## src/sv/mmcsr_pkg.sv

```systemverilog
// ----------------------------------------------------------------------------
// Machine-mode CSR file package
// Types, CSR addresses, field masks and instruction codes shared by the
// machine-mode CSR file modules.
// ----------------------------------------------------------------------------
`timescale 1ns / 1ps

package mmcsr_pkg;

	localparam logic [11:0] CSR_ADDR_MSTATUS   = 12'h300;
	localparam logic [11:0] CSR_ADDR_MISA      = 12'h301;
	localparam logic [11:0] CSR_ADDR_MIE       = 12'h304;
	localparam logic [11:0] CSR_ADDR_MTVEC     = 12'h305;
	localparam logic [11:0] CSR_ADDR_MEPC      = 12'h341;
	localparam logic [11:0] CSR_ADDR_MCAUSE    = 12'h342;
	localparam logic [11:0] CSR_ADDR_MTVAL     = 12'h343;
	localparam logic [11:0] CSR_ADDR_MIP       = 12'h344;
	localparam logic [11:0] CSR_ADDR_MVENDORID = 12'hF11;
	localparam logic [11:0] CSR_ADDR_MARCHID   = 12'hF12;
	localparam logic [11:0] CSR_ADDR_MIMPID    = 12'hF13;
	localparam logic [11:0] CSR_ADDR_MHARTID   = 12'hF14;

	localparam logic [31:0] CSR_STATUS_MASK     = 32'h807F_F9BB;
	localparam logic [1:0]  CSR_MPP_RESERVED    = 2'b10;
	localparam logic [11:0] CSR_IRQ_MASK        = 12'hBBB;
	localparam logic [31:0] CSR_MTVEC_BASE_MASK = 32'hFFFF_FFFC;
	localparam logic [31:0] CSR_MTVEC_MODE_MASK = 32'h0000_0003;

	localparam logic [2:0] OP_RW  = 3'd0;
	localparam logic [2:0] OP_RS  = 3'd1;
	localparam logic [2:0] OP_RC  = 3'd2;
	localparam logic [2:0] OP_RWI = 3'd3;
	localparam logic [2:0] OP_RSI = 3'd4;
	localparam logic [2:0] OP_RCI = 3'd5;

	localparam logic [2:0] CFG_ISA_WORD  = 3'd0;
	localparam logic [2:0] CFG_VENDOR_ID = 3'd1;
	localparam logic [2:0] CFG_ARCH_ID   = 3'd2;
	localparam logic [2:0] CFG_IMPL_ID   = 3'd3;
	localparam logic [2:0] CFG_HART_ID   = 3'd4;

	localparam logic [31:0] ISA_WORD_RESET = 32'h4000_0000;

	typedef struct packed {
		logic [31:0] isa_word;
		logic [31:0] vendor_id;
		logic [31:0] arch_id;
		logic [31:0] impl_id;
		logic [31:0] hart_id;
	} cfg_t;

	typedef struct packed {
		logic [31:0] status_bits;
		logic [29:0] trap_base;
		logic        trap_vectored;
		logic [11:0] pending_bits;
		logic [11:0] enable_bits;
		logic [31:0] trap_cause;
		logic [31:0] exception_pc;
		logic [31:0] trap_value;
	} csr_state_t;

	typedef struct packed {
		logic        wen;
		logic [11:0] index;
		logic [31:0] data;
	} csr_wr_t;

endpackage

```

## src/sv/mmcsr_cfg_regs.sv

```systemverilog
// ----------------------------------------------------------------------------
// Machine-mode CSR file configuration registers
// Holds the read-only identification values written through the
// configuration port.
// ----------------------------------------------------------------------------
`timescale 1ns / 1ps

module mmcsr_cfg_regs import mmcsr_pkg::*; (
	input  logic        clk,
	input  logic        arst_n,
	input  logic        wr_en,
	input  logic [2:0]  wr_index,
	input  logic [31:0] wr_data,
	output cfg_t        cfg
);

	cfg_t cfg_q;

	always_ff @(posedge clk or negedge arst_n) begin
		if (!arst_n) begin
			cfg_q.isa_word  <= ISA_WORD_RESET;
			cfg_q.vendor_id <= '0;
			cfg_q.arch_id   <= '0;
			cfg_q.impl_id   <= '0;
			cfg_q.hart_id   <= '0;
		end else if (wr_en) begin
			unique case (wr_index)
				CFG_ISA_WORD:  cfg_q.isa_word  <= wr_data;
				CFG_VENDOR_ID: cfg_q.vendor_id <= wr_data;
				CFG_ARCH_ID:   cfg_q.arch_id   <= wr_data;
				CFG_IMPL_ID:   cfg_q.impl_id   <= wr_data;
				CFG_HART_ID:   cfg_q.hart_id   <= wr_data;
				default: ;
			endcase
		end
	end

	assign cfg = cfg_q;

endmodule

```

## src/sv/mmcsr_exec.sv

```systemverilog
// ----------------------------------------------------------------------------
// Machine-mode CSR file execute logic
// Reads the addressed CSR, flags unsupported indexes and codes, and builds
// the write command for the read-write, read-set and read-clear forms.
// ----------------------------------------------------------------------------
`timescale 1ns / 1ps

module mmcsr_exec import mmcsr_pkg::*; (
	input  logic        fire,
	input  logic [2:0]  op,
	input  logic [11:0] csr_index,
	input  logic [31:0] source_value,
	input  logic        source_is_x0,
	input  cfg_t        cfg,
	input  csr_state_t  state,
	output logic [31:0] old_value,
	output logic        illegal,
	output csr_wr_t     wr
);

	logic [31:0] rd_val;
	logic        known;
	logic [31:0] src;
	logic [31:0] new_val;
	logic        do_write;

	always_comb begin
		known  = 1'b1;
		rd_val = '0;
		unique case (csr_index)
			CSR_ADDR_MISA:      rd_val = cfg.isa_word;
			CSR_ADDR_MVENDORID: rd_val = cfg.vendor_id;
			CSR_ADDR_MARCHID:   rd_val = cfg.arch_id;
			CSR_ADDR_MIMPID:    rd_val = cfg.impl_id;
			CSR_ADDR_MHARTID:   rd_val = cfg.hart_id;
			CSR_ADDR_MSTATUS:   rd_val = state.status_bits;
			CSR_ADDR_MTVEC:     rd_val = {state.trap_base, 1'b0, state.trap_vectored};
			CSR_ADDR_MIP:       rd_val = {20'd0, state.pending_bits};
			CSR_ADDR_MIE:       rd_val = {20'd0, state.enable_bits};
			CSR_ADDR_MCAUSE:    rd_val = state.trap_cause;
			CSR_ADDR_MEPC:      rd_val = state.exception_pc;
			CSR_ADDR_MTVAL:     rd_val = state.trap_value;
			default:            known  = 1'b0;
		endcase
	end

	always_comb begin
		src      = source_value;
		new_val  = source_value;
		do_write = 1'b0;
		unique case (op)
			OP_RW: begin
				do_write = 1'b1;
			end
			OP_RS: begin
				new_val  = rd_val | src;
				do_write = !source_is_x0;
			end
			OP_RC: begin
				new_val  = rd_val & ~src;
				do_write = !source_is_x0;
			end
			OP_RWI: begin
				src      = {27'd0, source_value[4:0]};
				new_val  = src;
				do_write = 1'b1;
			end
			OP_RSI: begin
				src      = {27'd0, source_value[4:0]};
				new_val  = rd_val | src;
				do_write = (source_value[4:0] != 5'd0);
			end
			OP_RCI: begin
				src      = {27'd0, source_value[4:0]};
				new_val  = rd_val & ~src;
				do_write = (source_value[4:0] != 5'd0);
			end
			default: begin
				do_write = 1'b0;
			end
		endcase
	end

	assign illegal   = !known || (op > OP_RCI);
	assign old_value = illegal ? 32'd0 : rd_val;

	assign wr.wen   = fire && !illegal && do_write;
	assign wr.index = csr_index;
	assign wr.data  = new_val;

endmodule

```

## src/sv/mmcsr_state.sv

```systemverilog
// ----------------------------------------------------------------------------
// Machine-mode CSR file state registers
// Stores the writable CSRs and keeps only their architected bits, holding
// the previous MPP and trap mode when a reserved value is written.
// ----------------------------------------------------------------------------
`timescale 1ns / 1ps

module mmcsr_state import mmcsr_pkg::*; (
	input  logic       clk,
	input  logic       arst_n,
	input  csr_wr_t    wr,
	output csr_state_t state
);

	csr_state_t state_q;
	csr_state_t state_d;
	logic [31:0] status_nv;
	logic [31:0] tvec_base;
	logic [31:0] tvec_mode;

	always_comb begin
		state_d   = state_q;
		status_nv = wr.data & CSR_STATUS_MASK;
		tvec_base = wr.data & CSR_MTVEC_BASE_MASK;
		tvec_mode = wr.data & CSR_MTVEC_MODE_MASK;
		if (status_nv[12:11] == CSR_MPP_RESERVED) begin
			status_nv[12:11] = state_q.status_bits[12:11];
		end
		if (wr.wen) begin
			unique case (wr.index)
				CSR_ADDR_MSTATUS: state_d.status_bits = status_nv;
				CSR_ADDR_MTVEC: begin
					state_d.trap_base = tvec_base[31:2];
					if (!tvec_mode[1]) begin
						state_d.trap_vectored = tvec_mode[0];
					end
				end
				CSR_ADDR_MIP:    state_d.pending_bits = wr.data[11:0] & CSR_IRQ_MASK;
				CSR_ADDR_MIE:    state_d.enable_bits  = wr.data[11:0] & CSR_IRQ_MASK;
				CSR_ADDR_MCAUSE: state_d.trap_cause   = wr.data;
				CSR_ADDR_MEPC:   state_d.exception_pc = wr.data;
				CSR_ADDR_MTVAL:  state_d.trap_value   = wr.data;
				default: ;
			endcase
		end
	end

	always_ff @(posedge clk or negedge arst_n) begin
		if (!arst_n) begin
			state_q <= '0;
		end else begin
			state_q <= state_d;
		end
	end

	assign state = state_q;

endmodule

```

## src/sv/machine_mode_csr_file_top.sv

```systemverilog
// ----------------------------------------------------------------------------
// Machine-mode CSR file, top level
// Executes one RV32 Zicsr instruction per word against the machine-mode CSR
// file and returns the old CSR value, or flags an unsupported index or code.
// The block accepts one word per cycle while the output side is not stalled.
// A word is captured in an input register; the CSR read-modify-write then
// runs between that register and the result register when the latter is
// free or being read, and the next word sees the updated state. The result
// register lets a new word enter while a finished result is still waiting.
// The identification registers are written through the configuration port,
// which is always ready.
// ----------------------------------------------------------------------------
`timescale 1ns / 1ps

module machine_mode_csr_file_top import mmcsr_pkg::*; (
	input  logic        clk,
	input  logic        arst_n,
	input  logic        in_valid,
	output logic        in_stall,
	input  logic [2:0]  op,
	input  logic [11:0] csr_index,
	input  logic [31:0] source_value,
	input  logic        source_is_x0,
	output logic        out_valid,
	input  logic        out_stall,
	output logic [31:0] old_value,
	output logic        illegal,
	input  logic        cfg_valid,
	output logic        cfg_ready,
	input  logic [2:0]  cfg_index,
	input  logic [31:0] cfg_data
);

	logic        valid_s1;
	logic [2:0]  op_s1;
	logic [11:0] csr_index_s1;
	logic [31:0] source_value_s1;
	logic        source_is_x0_s1;
	logic        valid_s2;
	logic [31:0] old_value_s2;
	logic        illegal_s2;

	logic        advance;
	logic        in_take;
	cfg_t        cfg;
	csr_state_t  state;
	csr_wr_t     wr;
	logic [31:0] exec_old;
	logic        exec_illegal;

	assign advance  = valid_s1 && (!valid_s2 || !out_stall);
	assign in_stall = valid_s1 && !advance;
	assign in_take  = in_valid && !in_stall;

	assign cfg_ready = 1'b1;

	mmcsr_cfg_regs u_cfg (
		.clk      (clk),
		.arst_n   (arst_n),
		.wr_en    (cfg_valid && cfg_ready),
		.wr_index (cfg_index),
		.wr_data  (cfg_data),
		.cfg      (cfg)
	);

	mmcsr_exec u_exec (
		.fire         (advance),
		.op           (op_s1),
		.csr_index    (csr_index_s1),
		.source_value (source_value_s1),
		.source_is_x0 (source_is_x0_s1),
		.cfg          (cfg),
		.state        (state),
		.old_value    (exec_old),
		.illegal      (exec_illegal),
		.wr           (wr)
	);

	mmcsr_state u_state (
		.clk    (clk),
		.arst_n (arst_n),
		.wr     (wr),
		.state  (state)
	);

	always_ff @(posedge clk or negedge arst_n) begin
		if (!arst_n) begin
			valid_s1 <= 1'b0;
			valid_s2 <= 1'b0;
		end else begin
			valid_s1 <= in_take || (valid_s1 && !advance);
			valid_s2 <= advance || (valid_s2 && out_stall);
		end
	end

	always_ff @(posedge clk) begin
		if (in_take) begin
			op_s1           <= op;
			csr_index_s1    <= csr_index;
			source_value_s1 <= source_value;
			source_is_x0_s1 <= source_is_x0;
		end
		if (advance) begin
			old_value_s2 <= exec_old;
			illegal_s2   <= exec_illegal;
		end
	end

	assign out_valid = valid_s2;
	assign old_value = old_value_s2;
	assign illegal   = illegal_s2;

	a_illegal_reads_zero: assert property (@(posedge clk) disable iff (!arst_n)
		out_valid && illegal |-> old_value == 32'd0)
		else $error("illegal result carries a non-zero old value");

	a_status_masked: assert property (@(posedge clk) disable iff (!arst_n)
		((state.status_bits & ~CSR_STATUS_MASK) == 32'd0)
		&& (state.status_bits[12:11] != CSR_MPP_RESERVED))
		else $error("mstatus holds unarchitected bits or a reserved MPP");

	a_irq_masked: assert property (@(posedge clk) disable iff (!arst_n)
		((state.pending_bits & ~CSR_IRQ_MASK) == 12'd0)
		&& ((state.enable_bits & ~CSR_IRQ_MASK) == 12'd0))
		else $error("mip or mie holds unarchitected bits");

	a_no_write_when_illegal: assert property (@(posedge clk) disable iff (!arst_n)
		exec_illegal || !advance |=> $stable(state))
		else $error("CSR state changed without a legal instruction");

endmodule

```

## config.mk

```make
export PLATFORM = sky130hd
export DESIGN_NAME = machine_mode_csr_file_top
export DESIGN_NICKNAME = d
export VERILOG_FILES = /design/src/sv/mmcsr_pkg.sv /design/src/sv/mmcsr_cfg_regs.sv /design/src/sv/mmcsr_exec.sv /design/src/sv/mmcsr_state.sv /design/src/sv/machine_mode_csr_file_top.sv
export SDC_FILE = /design/constraint.sdc
export NUM_CORES = 1
export LEC_CHECK = 0
export BUFFER_PORTS_ARGS = -buffer_cell sky130_fd_sc_hd__buf_2
export CAP_MARGIN = 10
export CORE_ASPECT_RATIO = 2
export CORE_MARGIN = 2
export CORE_UTILIZATION = 54
export CTS_CLUSTER_SIZE = 12
export DETAILED_ROUTE_END_ITERATION = 7
export PLACE_DENSITY = 0.72
export SYNTH_ARGS = -nofsm -noshare
export SYNTH_HDL_FRONTEND = slang
export SYNTH_SLANG_ARGS = --single-unit
```

## constraint.sdc

```tcl
create_clock -name clk -period 9.3 [get_ports clk]
set_input_delay 0.465 -clock clk [delete_from_list [all_inputs] [get_ports clk]]
set_output_delay 0.465 -clock clk [all_outputs]
set_load 0.01 [all_outputs]
```

# --- Yosys cells after proc, flatten, opt, wreduce, memory -nomap -nowiden ---
# Index checks and enable logic that the tools add are counted.
totals:
  out_inout_bits: 36
  word_cells: 95
  reg_bits: 408
op_classes:
  n_bitwise: 8
  n_mux: 4
  n_eq_ne: 22
  magnitude_cmp: 1
  reduce_logical: 38
ops:
  columns: ["op", "count"]
  rows:
  - ["one-hot mux 32 bit (12 select lines)", 1]
  - ["one-hot mux 32 bit (5 select lines)", 1]
  - ["== test 12 x 10 -> 1 bit, second input constant", 8]
  - ["bitwise AND 32 bit", 2]
  - ["== test 12 bit, second input constant", 4]
  - ["inverter 32 bit", 1]
  - ["inverter 5 -> 32 bit", 1]
  - ["OR 32 bit", 1]
  - ["OR 32 x 5 -> 32 bit", 1]
  - ["AND reduction 2 bit", 12]
  - ["== test 3 x 2 -> 1 bit, second input constant", 4]
  - ["OR reduction 12 bit", 1]
  - ["== test 3 bit, second input constant", 3]
  - ["logical NOT 1 bit", 7]
  - ["== test 3 x 1 -> 1 bit, second input constant", 2]
  - ["logical AND 1 bit", 6]
  - ["logical NOT 3 bit", 2]
  - ["AND reduction 3 bit", 2]
  - ["OR reduction 2 bit", 3]
  - ["nonzero test 5 bit", 1]
  - ["logical OR 1 bit", 4]
  - ["greater-than comparator 3 bit, second input constant", 1]
  - ["one-hot mux 1 bit (3 select lines)", 1]
  - ["== test 2 bit, second input constant", 1]
  - ["2 further kinds", 3]

# --- Depth between registers and ports, before layout ---
# Gate-level depths: netlist of the first run.
logic_depth:
  word_depth: 9
  mapped_depth: 11
  depth_no_buf: 7

# --- By module ---
# From an unflattened synthesis of the first run, not the netlist that was laid out.
unflattened:
  cells_unflattened: 1613
  hier_area_um2: 20339.5
modules_own_cells:
  columns: ["mod", "instances", "area_per_inst_um2", "cells_each"]
  rows:
  - ["mmcsr_state", 1, 6404.9, 391]
  - ["mmcsr_cfg_regs", 1, 6034.5, 343]
  - ["mmcsr_exec", 1, 5363.9, 788]
  - ["machine_mode_csr_file_top", 1, 2536.2, 91]

# --- Worst setup path before layout of the first run ---
# No wires, ideal clock.
synth_timing:
  path_type: "input to register"
  startpoint: "input out_stall"
  endpoint: "register u_state.state_q, in the netlist u_state.state[138]"
  path_buffers: 2
  path_stages: 8
  path_slack_ns: 4.704
  arrival_ns: 4.471
  setup_ns: 0.125
  path_cell_list: "a21boi_0 -> nand2_1 -> nand3b_1 -> nor2_1 -> and2_1 -> buf_2 -> buf_2 -> mux2_2"
synth_between:
  elab_chain_cells: 6
synth_rtl:
  columns: ["element", "line_no", "source"]
  rows:
  - ["from (decl)", "machine_mode_csr_file_top.sv:25", "input logic out_stall,"]
  - ["logical NOT 1 bit", "machine_mode_csr_file_top.sv:51", "assign advance = valid_s1 && (!valid_s2 || !out_stall);"]
  - ["logical OR 1 bit", "machine_mode_csr_file_top.sv:51", null]
  - ["logical AND 1 bit", "machine_mode_csr_file_top.sv:51", null]
  - ["logical AND 1 bit (2 in a row)", "mmcsr_exec.sv:87", "assign wr.wen = fire && !illegal && do_write;"]
  - ["AND reduction 2 bit (no source line)", null, null]
  - ["to (signal assigned)", "mmcsr_state.sv:52", "state_q <= state_d;"]
  - ["to (decl)", "mmcsr_state.sv:15", "csr_state_t state_q;"]
# Every way passes these cells.
# A chain may end at the register's enable or synchronous reset.

# --- Worst setup path in the final report of the first run ---
layout_timing:
  startpoint: "register csr_index_s1[0]"
  endpoint: "register u_state.state_q, in the netlist u_state.state[115]"
layout_between:
  elab_chain_cells: 9
  word_cells_on_any_way: 26
  cone_classes: "12 x eq/ne; 3 x mux; 4 x bitwise; 7 x reduce/logical"
layout_rtl:
  columns: ["element", "line_no", "source"]
  rows:
  - ["from (decl)", "machine_mode_csr_file_top.sv:36", "logic [11:0] csr_index_s1;"]
  - ["from (signal assigned)", "machine_mode_csr_file_top.sv:99", "csr_index_s1 <= csr_index;"]
  - ["== test 12 x 10 -> 1 bit (tied with other cells)", "mmcsr_exec.sv:30", "unique case (csr_index)"]
  - ["OR reduction 12 bit (no source line)", null, null]
  - ["2-to-1 mux 1 bit", "mmcsr_exec.sv:30", null]
  - ["logical NOT 1 bit", "mmcsr_exec.sv:84", "assign illegal = !known || (op > OP_RCI);"]
  - ["logical OR 1 bit", "mmcsr_exec.sv:84", null]
  - ["logical NOT 1 bit", "mmcsr_exec.sv:87", null]
  - ["logical AND 1 bit (2 in a row)", "mmcsr_exec.sv:87", null]
  - ["AND reduction 2 bit (no source line)", null, null]
# Parallel ways exist; a longest one is shown, timed or not.

==> results of run 1 <==
## worst paths after layout
kind / startpoint / to / cells after the start
hold / removal: arst_n / u_cfg.cfg[68] / 1
hold reg to reg: u_state.state[76] / u_state.state[76] / 2
setup / recovery: csr_index_s1[0] / u_state.state[115] / 8
max in group asynchronous: arst_n / u_cfg.cfg[55] / 3
min in group clk: csr_index[9] / csr_index_s1[9] / 1
setup reg to reg: csr_index_s1[0] / u_state.state[115] / 8
## power by group
group          leakage (µW)  total, µW  switching [µW]  internal, µW
sequential          0.00501       2120             112          2010
clock              0.000565       1530             672           856
combinational       0.00338        420             223           196
## per-stage QoR
step	cells	worst slack, ps
floorplan	1465	4700
global placement	1958	4920
detailed placement	1959	5220
CTS	2024	5200
global route	2024	4840
finish	2024	5060
## layout make-up
class,count,area (µm²),area share (%)
Sequential cell,408,10600,50.4
Multi-Input combinational cell,942,7780,37.0
Clock buffer,62,1120,5.35
Timing Repair Buffer,157,881,4.19
Tap cell,441,552,2.62
Clock inverter,3,47.5,0.226
Inverter,11,41.3,0.196
## sequential cells by signal, summed over array words and instances (netlist names)
| signal | flops |
|---|---|
| out_valid | 1 |
| u_state.state | 165 |
| csr_index_s1 | 12 |
| op_s1 | 3 |
| illegal | 1 |
| source_is_x0_s1 | 1 |
| old_value | 32 |
| source_value_s1 | 32 |
| valid_s1 | 1 |
| u_cfg.cfg | 160 |
## cells by family after synthesis
family                 after synthesis  synth area share (%)
flip-flops                         408                  56.3
other                                1                0.0199
multiplexers                       369                  21.7
buffers and inverters              115                  2.80
XOR/XNOR                             4                 0.186
AND/OR/NAND/NOR                    311                  9.11
AO/OA/AOI/OAI                      257                  9.87
## synthesized netlist by cell type, types with 4 or more instances
master     instances  share of area (%)
mux2i_1           63                3.3
or3_1             12               0.40
a32oi_1            5               0.23
nor3_2             6               0.32
buf_2             32               0.85
o2bb2ai_1         27                1.3
buf_1              7               0.14
and2_1            16               0.53
dfrtp_1          326                 43
nor4_1             8               0.27
a31oi_2            5               0.33
edfxtp_1          81                 13
xnor2_1            4               0.19
a21oi_1           39                1.0
nand2_1           82                1.6
nand2b_1           5               0.17
a22o_1            13               0.60
nor2_1            56                1.1
nand4_1           45                1.5
and3_1             5               0.17
o21ai_0           42                1.1
mux2_1             9               0.54
a211oi_1           7               0.28
a22oi_1           27                1.1
o311ai_0          10               0.46
o22ai_1           14               0.46
a31oi_1           10               0.33
and4_1             4               0.19
nor2b_1            5               0.17
o221ai_1           4               0.19
mux2_2           296                 18
a2111oi_0          8               0.37
clkbuf_1          53                1.1
inv_1             10               0.20
a222oi_1           4               0.21
nor3_1            20               0.53
buf_4              9               0.36
nand3b_1           5               0.20
o21a_1            13               0.52
nand3_1           13               0.35
## routing by layer
layer	share of wire, %	up-vias
li1	-	5700
met1	35	6909
met2	52	609
met3	5.1	240
met4	8.2	0
met5	0	-
==> impl_metrics.yaml, run 1 <==
run_status:
  status: "finished, violations left"
  violations: "negative hold slack"
worst_setup_path:
  crit_type: "flip-flop to flip-flop"
  slowest_delay_ps: 870
  cp-end-kind: "flip-flop"
  worstPathRequired_ps: 9740
  cp_top_family: "buffers and inverters"
  critPathArrivalTime_ps: 4680
  r2r_slack_ps: 5060
  crit_buf_inv: 2
  crit_path_start_kind: "flip-flop"
  path_cells: "buf_4 -> buf_4 -> nor4_1 -> and3_1 -> a2111oi_0 -> o311ai_0 -> and2_1 -> mux2_2"
  critPathMostFrequentCell: "buf_4"
  critPathSlowestCell: "buf_4"
  critPathMaxFanout: 55
clock_network:
  cts_tree: "yes"
  clk_pin_slew_ps: 60
  cts_setup_buffers: 0
  clkLatencyLatePin_ps: 550
  clock_path_buffers: 3
  clock-sinks: 408
  ctsResizeCount: 0
  numCtsBuffers: 40
  postCtsHoldBufs: 0
  clockRootBuffer: "clkbuf_16"
  cts.htree.levels: 2
grt:
  grt_busiest_layer: "met2"
  use_met3_pct: 4.30
  grt_pass1_wl_mm: 84.8
  grt_pass1_vias: 14100
  grt_use_total_pct: 31.6
  use_met1_pct: 35.1
  grt_max_degree: 109
  antenna_found_initial: 0
  use_met2_pct: 54.8
  grt_overflow_total: 0
power:
  cellLeakagePower_uw: 0.00896
  p_total_uw: 4070
  p_per_area_nw_per_um2: 193
  peakVddDrop_mv: 0.154
flow_run:
  maxCapViolations: 0
layout:
  final_common_cell: "dfrtp_1"
  nFillCells: 2838
  nets: 1648
  final_util_pct: 61.3
  areaGrowthSynthToFinish_pct: 11.7
  final_cell_mix: "326 x dfrtp_1, 296 x mux2_2, 122 x buf_2"
  antenna_cells: 0
  drive_gt1_share_pct: 33.9
  stdcell_area_um2: 21000
synthesis:
  postSynthCellCount: 1465
  synth_flop_cell: "dfrtp_1"
  yosysSeqAreaShare_pct: 56.3
  synth-warning-count: 0
  ys_seq_elements: 408
  yosysUniqueCellTypes: 84
  synth.cell_area_um2: 18800
  synth-edff-count: 81
  syn_nets: 1553
  synthArstFlopShare_pct: 80.1
  avgSynthCellArea_um2: 12.9
sta:
  relSlewSlack_pct: 14.9
  hold_viol: 12
  hold_slack_ps: -26.0
  drv_slew: 0
  fin_tns_setup_ps: 0
  skew_ps: 21.2
  max_freq_mhz: 236
  grt_setup_unrepaired: "no"
  setup_viol: 0
  min_period_ps: 4240
  timing.final.crit_share_pct: 45.6
  tightest_slew_ps: 1280
routing:
  drt_iter0_markers: 1308
  ant_nets: 0
  drt-total-wl_mm: 56.8
  drc: 0
  vias_per_cell: 6.65
  drt_pass1_iterations: 6
  drt-wirelength-per-cell_um: 28.1
  vias: 13500
floorplan:
  die_area_um2: 36500
  coreArea_um2: 34400
  start_util_pct: 54.9
  num_io_pins: 124
  fp.dieW_um: 136
  die_y_um: 268
  row_count: 96
placed_design:
  post-dp-hpwl_mm: 36.2
  place_area_um2: 19900
  io_buffers: 122
  gp_congestion: 0.918
worst_hold_path:
  min_path_type: "input port to asynchronous set/reset pin"
Note: power is estimated with default switching activity, not from simulation.
==> run 2, diff against run 1 <==
Clock period 9.3 ns to 4.4 ns, I/O delays scaled along.
==> run 2 against run 1 <==
The run now ends clean. Clock skew increased by 10 ps. Wire length increased by 2.6%. Non-clock buffer count increased by 98. Sequential share of layout area decreased by 2.2 points. Combinational power increased by 130%. Critical path depth decreased by 2. Sequential power increased by 110%. Flip-flop and latch count unchanged. Maximum frequency increased by 14%. Worst setup slack got worse by 4400 ps. Critical path type unchanged. Largest cell class unchanged. Highest routed layer unchanged.
==> impl_metrics.yaml, run 2 (same netlist as run 1, synthesis figures left out) <==
run_status:
  status: "finished clean"
grt:
  grt_max_degree: 124
  grt_use_total_pct: 32.4
  grt_pass1_wl_mm: 86.4
  grt_pass1_vias: 14400
  grt_overflow_total: 0
  antenna_found_initial: 0
layout:
  largest_reg_flops: 165
  nFillCells: 2679
  layoutNonFillerInstCount: 2124
  nets: 1746
  seq_area_um2: 10600
  final_common_cell: "dfrtp_1"
  areaGrowthSynthToFinish_pct: 16.8
  multi_input_area_um2: 7780
  drive_gt1_share_pct: 33.0
  final_cell_mix: "326 x dfrtp_1, 296 x mux2_2, 121 x buf_2"
  antenna_cells: 0
routing:
  drt_pass1_iterations: 7
  vias_per_cell: 6.53
  drt-wirelength-per-cell_um: 27.4
  drc: 0
  ant_nets: 0
  vias: 13900
  drt_iter0_markers: 859
  drt-total-wl_mm: 58.3
floorplan:
  die_y_um: 268
  row_count: 96
  fp.dieW_um: 136
  start_util_pct: 54.9
  die_area_um2: 36500
  coreArea_um2: 34400
  num_io_pins: 124
worst_setup_path:
  crit_type: "flip-flop to flip-flop"
  reg2reg_depth: 6
  crit_path_start_kind: "flip-flop"
  r2r_slack_ps: 670
  timing.rr.start: "csr_index_s1[2]"
  cp-end-kind: "flip-flop"
  critPathArrivalTime_ps: 4220
  critPathMaxFanout: 20
  rr_endpoint: "u_state.state[29]"
  worstPathRequired_ps: 4900
flow_run:
  maxCapViolations: 0
power:
  p_per_area_nw_per_um2: 394
  p_total_uw: 8670
  peakVddDrop_mv: 0.338
  cellLeakagePower_uw: 0.00940
clock_network:
  numCtsBuffers: 40
  clk_pin_slew_ps: 60
  ctsResizeCount: 0
  clock_path_buffers: 3
  clock-sinks: 408
  clkLatencyLatePin_ps: 570
  cts.htree.levels: 2
  clockRootBuffer: "clkbuf_16"
  cts_tree: "yes"
sta:
  relSlewSlack_pct: 19.3
  grt_setup_unrepaired: "no"
  setup_viol: 0
  tightest_slew_ps: 1210
  max_freq_mhz: 268
  hold_viol: 0
  timing.final.crit_share_pct: 84.7
  drv_slew: 0
  skew_ps: 31.1
  hold_slack_ps: 4.32
  min_period_ps: 3730
  fin_tns_setup_ps: 0
worst_hold_path:
  holdPathStages: 2
  hold_end: "u_cfg.cfg[88]"
  hp-start: "cfg_data[24]"
  min_path_type: "input port to flip-flop"
placed_design:
  place_inst: 1979
  io_buffers: 122
  gp_congestion: 0.955
  post-dp-hpwl_mm: 38.3
-- run 2: cell count changes in the layout (fill, tap and decap cells not counted), moves of 2 or more --
cell,previous run,this run
dlygate4sd3_1,0,78
buf_4,34,52
buf_12,0,3
clkbuf_1,19,21
inv_6,2,0
-- run 2: repair_timing --
item                                   CTS  global route
endpoints found under the hold margin  286             2
setup buffers                            0             0
hold buffers                            77             1
-- run 2: worst max-delay path, cell delays in order (launching register included) --
cell and delay, ps:
edfxtp_1 660, or4b_1 920, nor3_4 800, a2111oi_0 350, or3_1 420, a31oi_1 300
mux2_2 210
-- run 2: metrics by stage --
| stage | util [%] | worst slack (ps) | instance area, µm² |
|---|---|---|---|
| floorplan | - | 764 | 18800 |
| global placement | 58.4 | 848 | 20100 |
| detailed placement | 58.4 | 696 | 20100 |
| CTS | 64.1 | 711 | 22000 |
| global route | 64.1 | 572 | 22000 |
| finish | 64.1 | 674 | 22000 |
-- run 2: cell type report --
class | count | share of cell area (%)
inverter | 11 | 0.188
timing repair buffer | 255 | 8.41
tap | 441 | 2.51
sequential | 408 | 48.2
clock buffer | 65 | 5.26
multi-input combinational | 942 | 35.3
clock inverter | 2 | 0.0966
-- run 2: power breakdown --
group,switching (µW),total [µW],internal [µW]
combinational,493,960,467
clock,1450,3240,1790
sequential,232,4470,4240
-- run 2: worst max path at each step --
stage / start / cells after the start / endpoint / slack (ps)
floorplan: out_valid / 8 / u_state.state[138] / 760
global placement: csr_index_s1[2] / 7 / u_state.state[48] / 850
detailed placement: csr_index_s1[2] / 6 / u_state.state[29] / 700
CTS: csr_index_s1[2] / 6 / u_state.state[148] / 710
global route: csr_index_s1[2] / 6 / u_state.state[93] / 570
finish: csr_index_s1[2] / 6 / u_state.state[29] / 670
-- run 2: per-layer routing --
layer	GRT usage (%)	vias up	part of all wire (%)
met4	24.7	0	8.8
met5	0	-	0
met1	35.7	7110	35
met2	56.7	615	52
li1	-	5911	-
met3	3.49	238	4.6
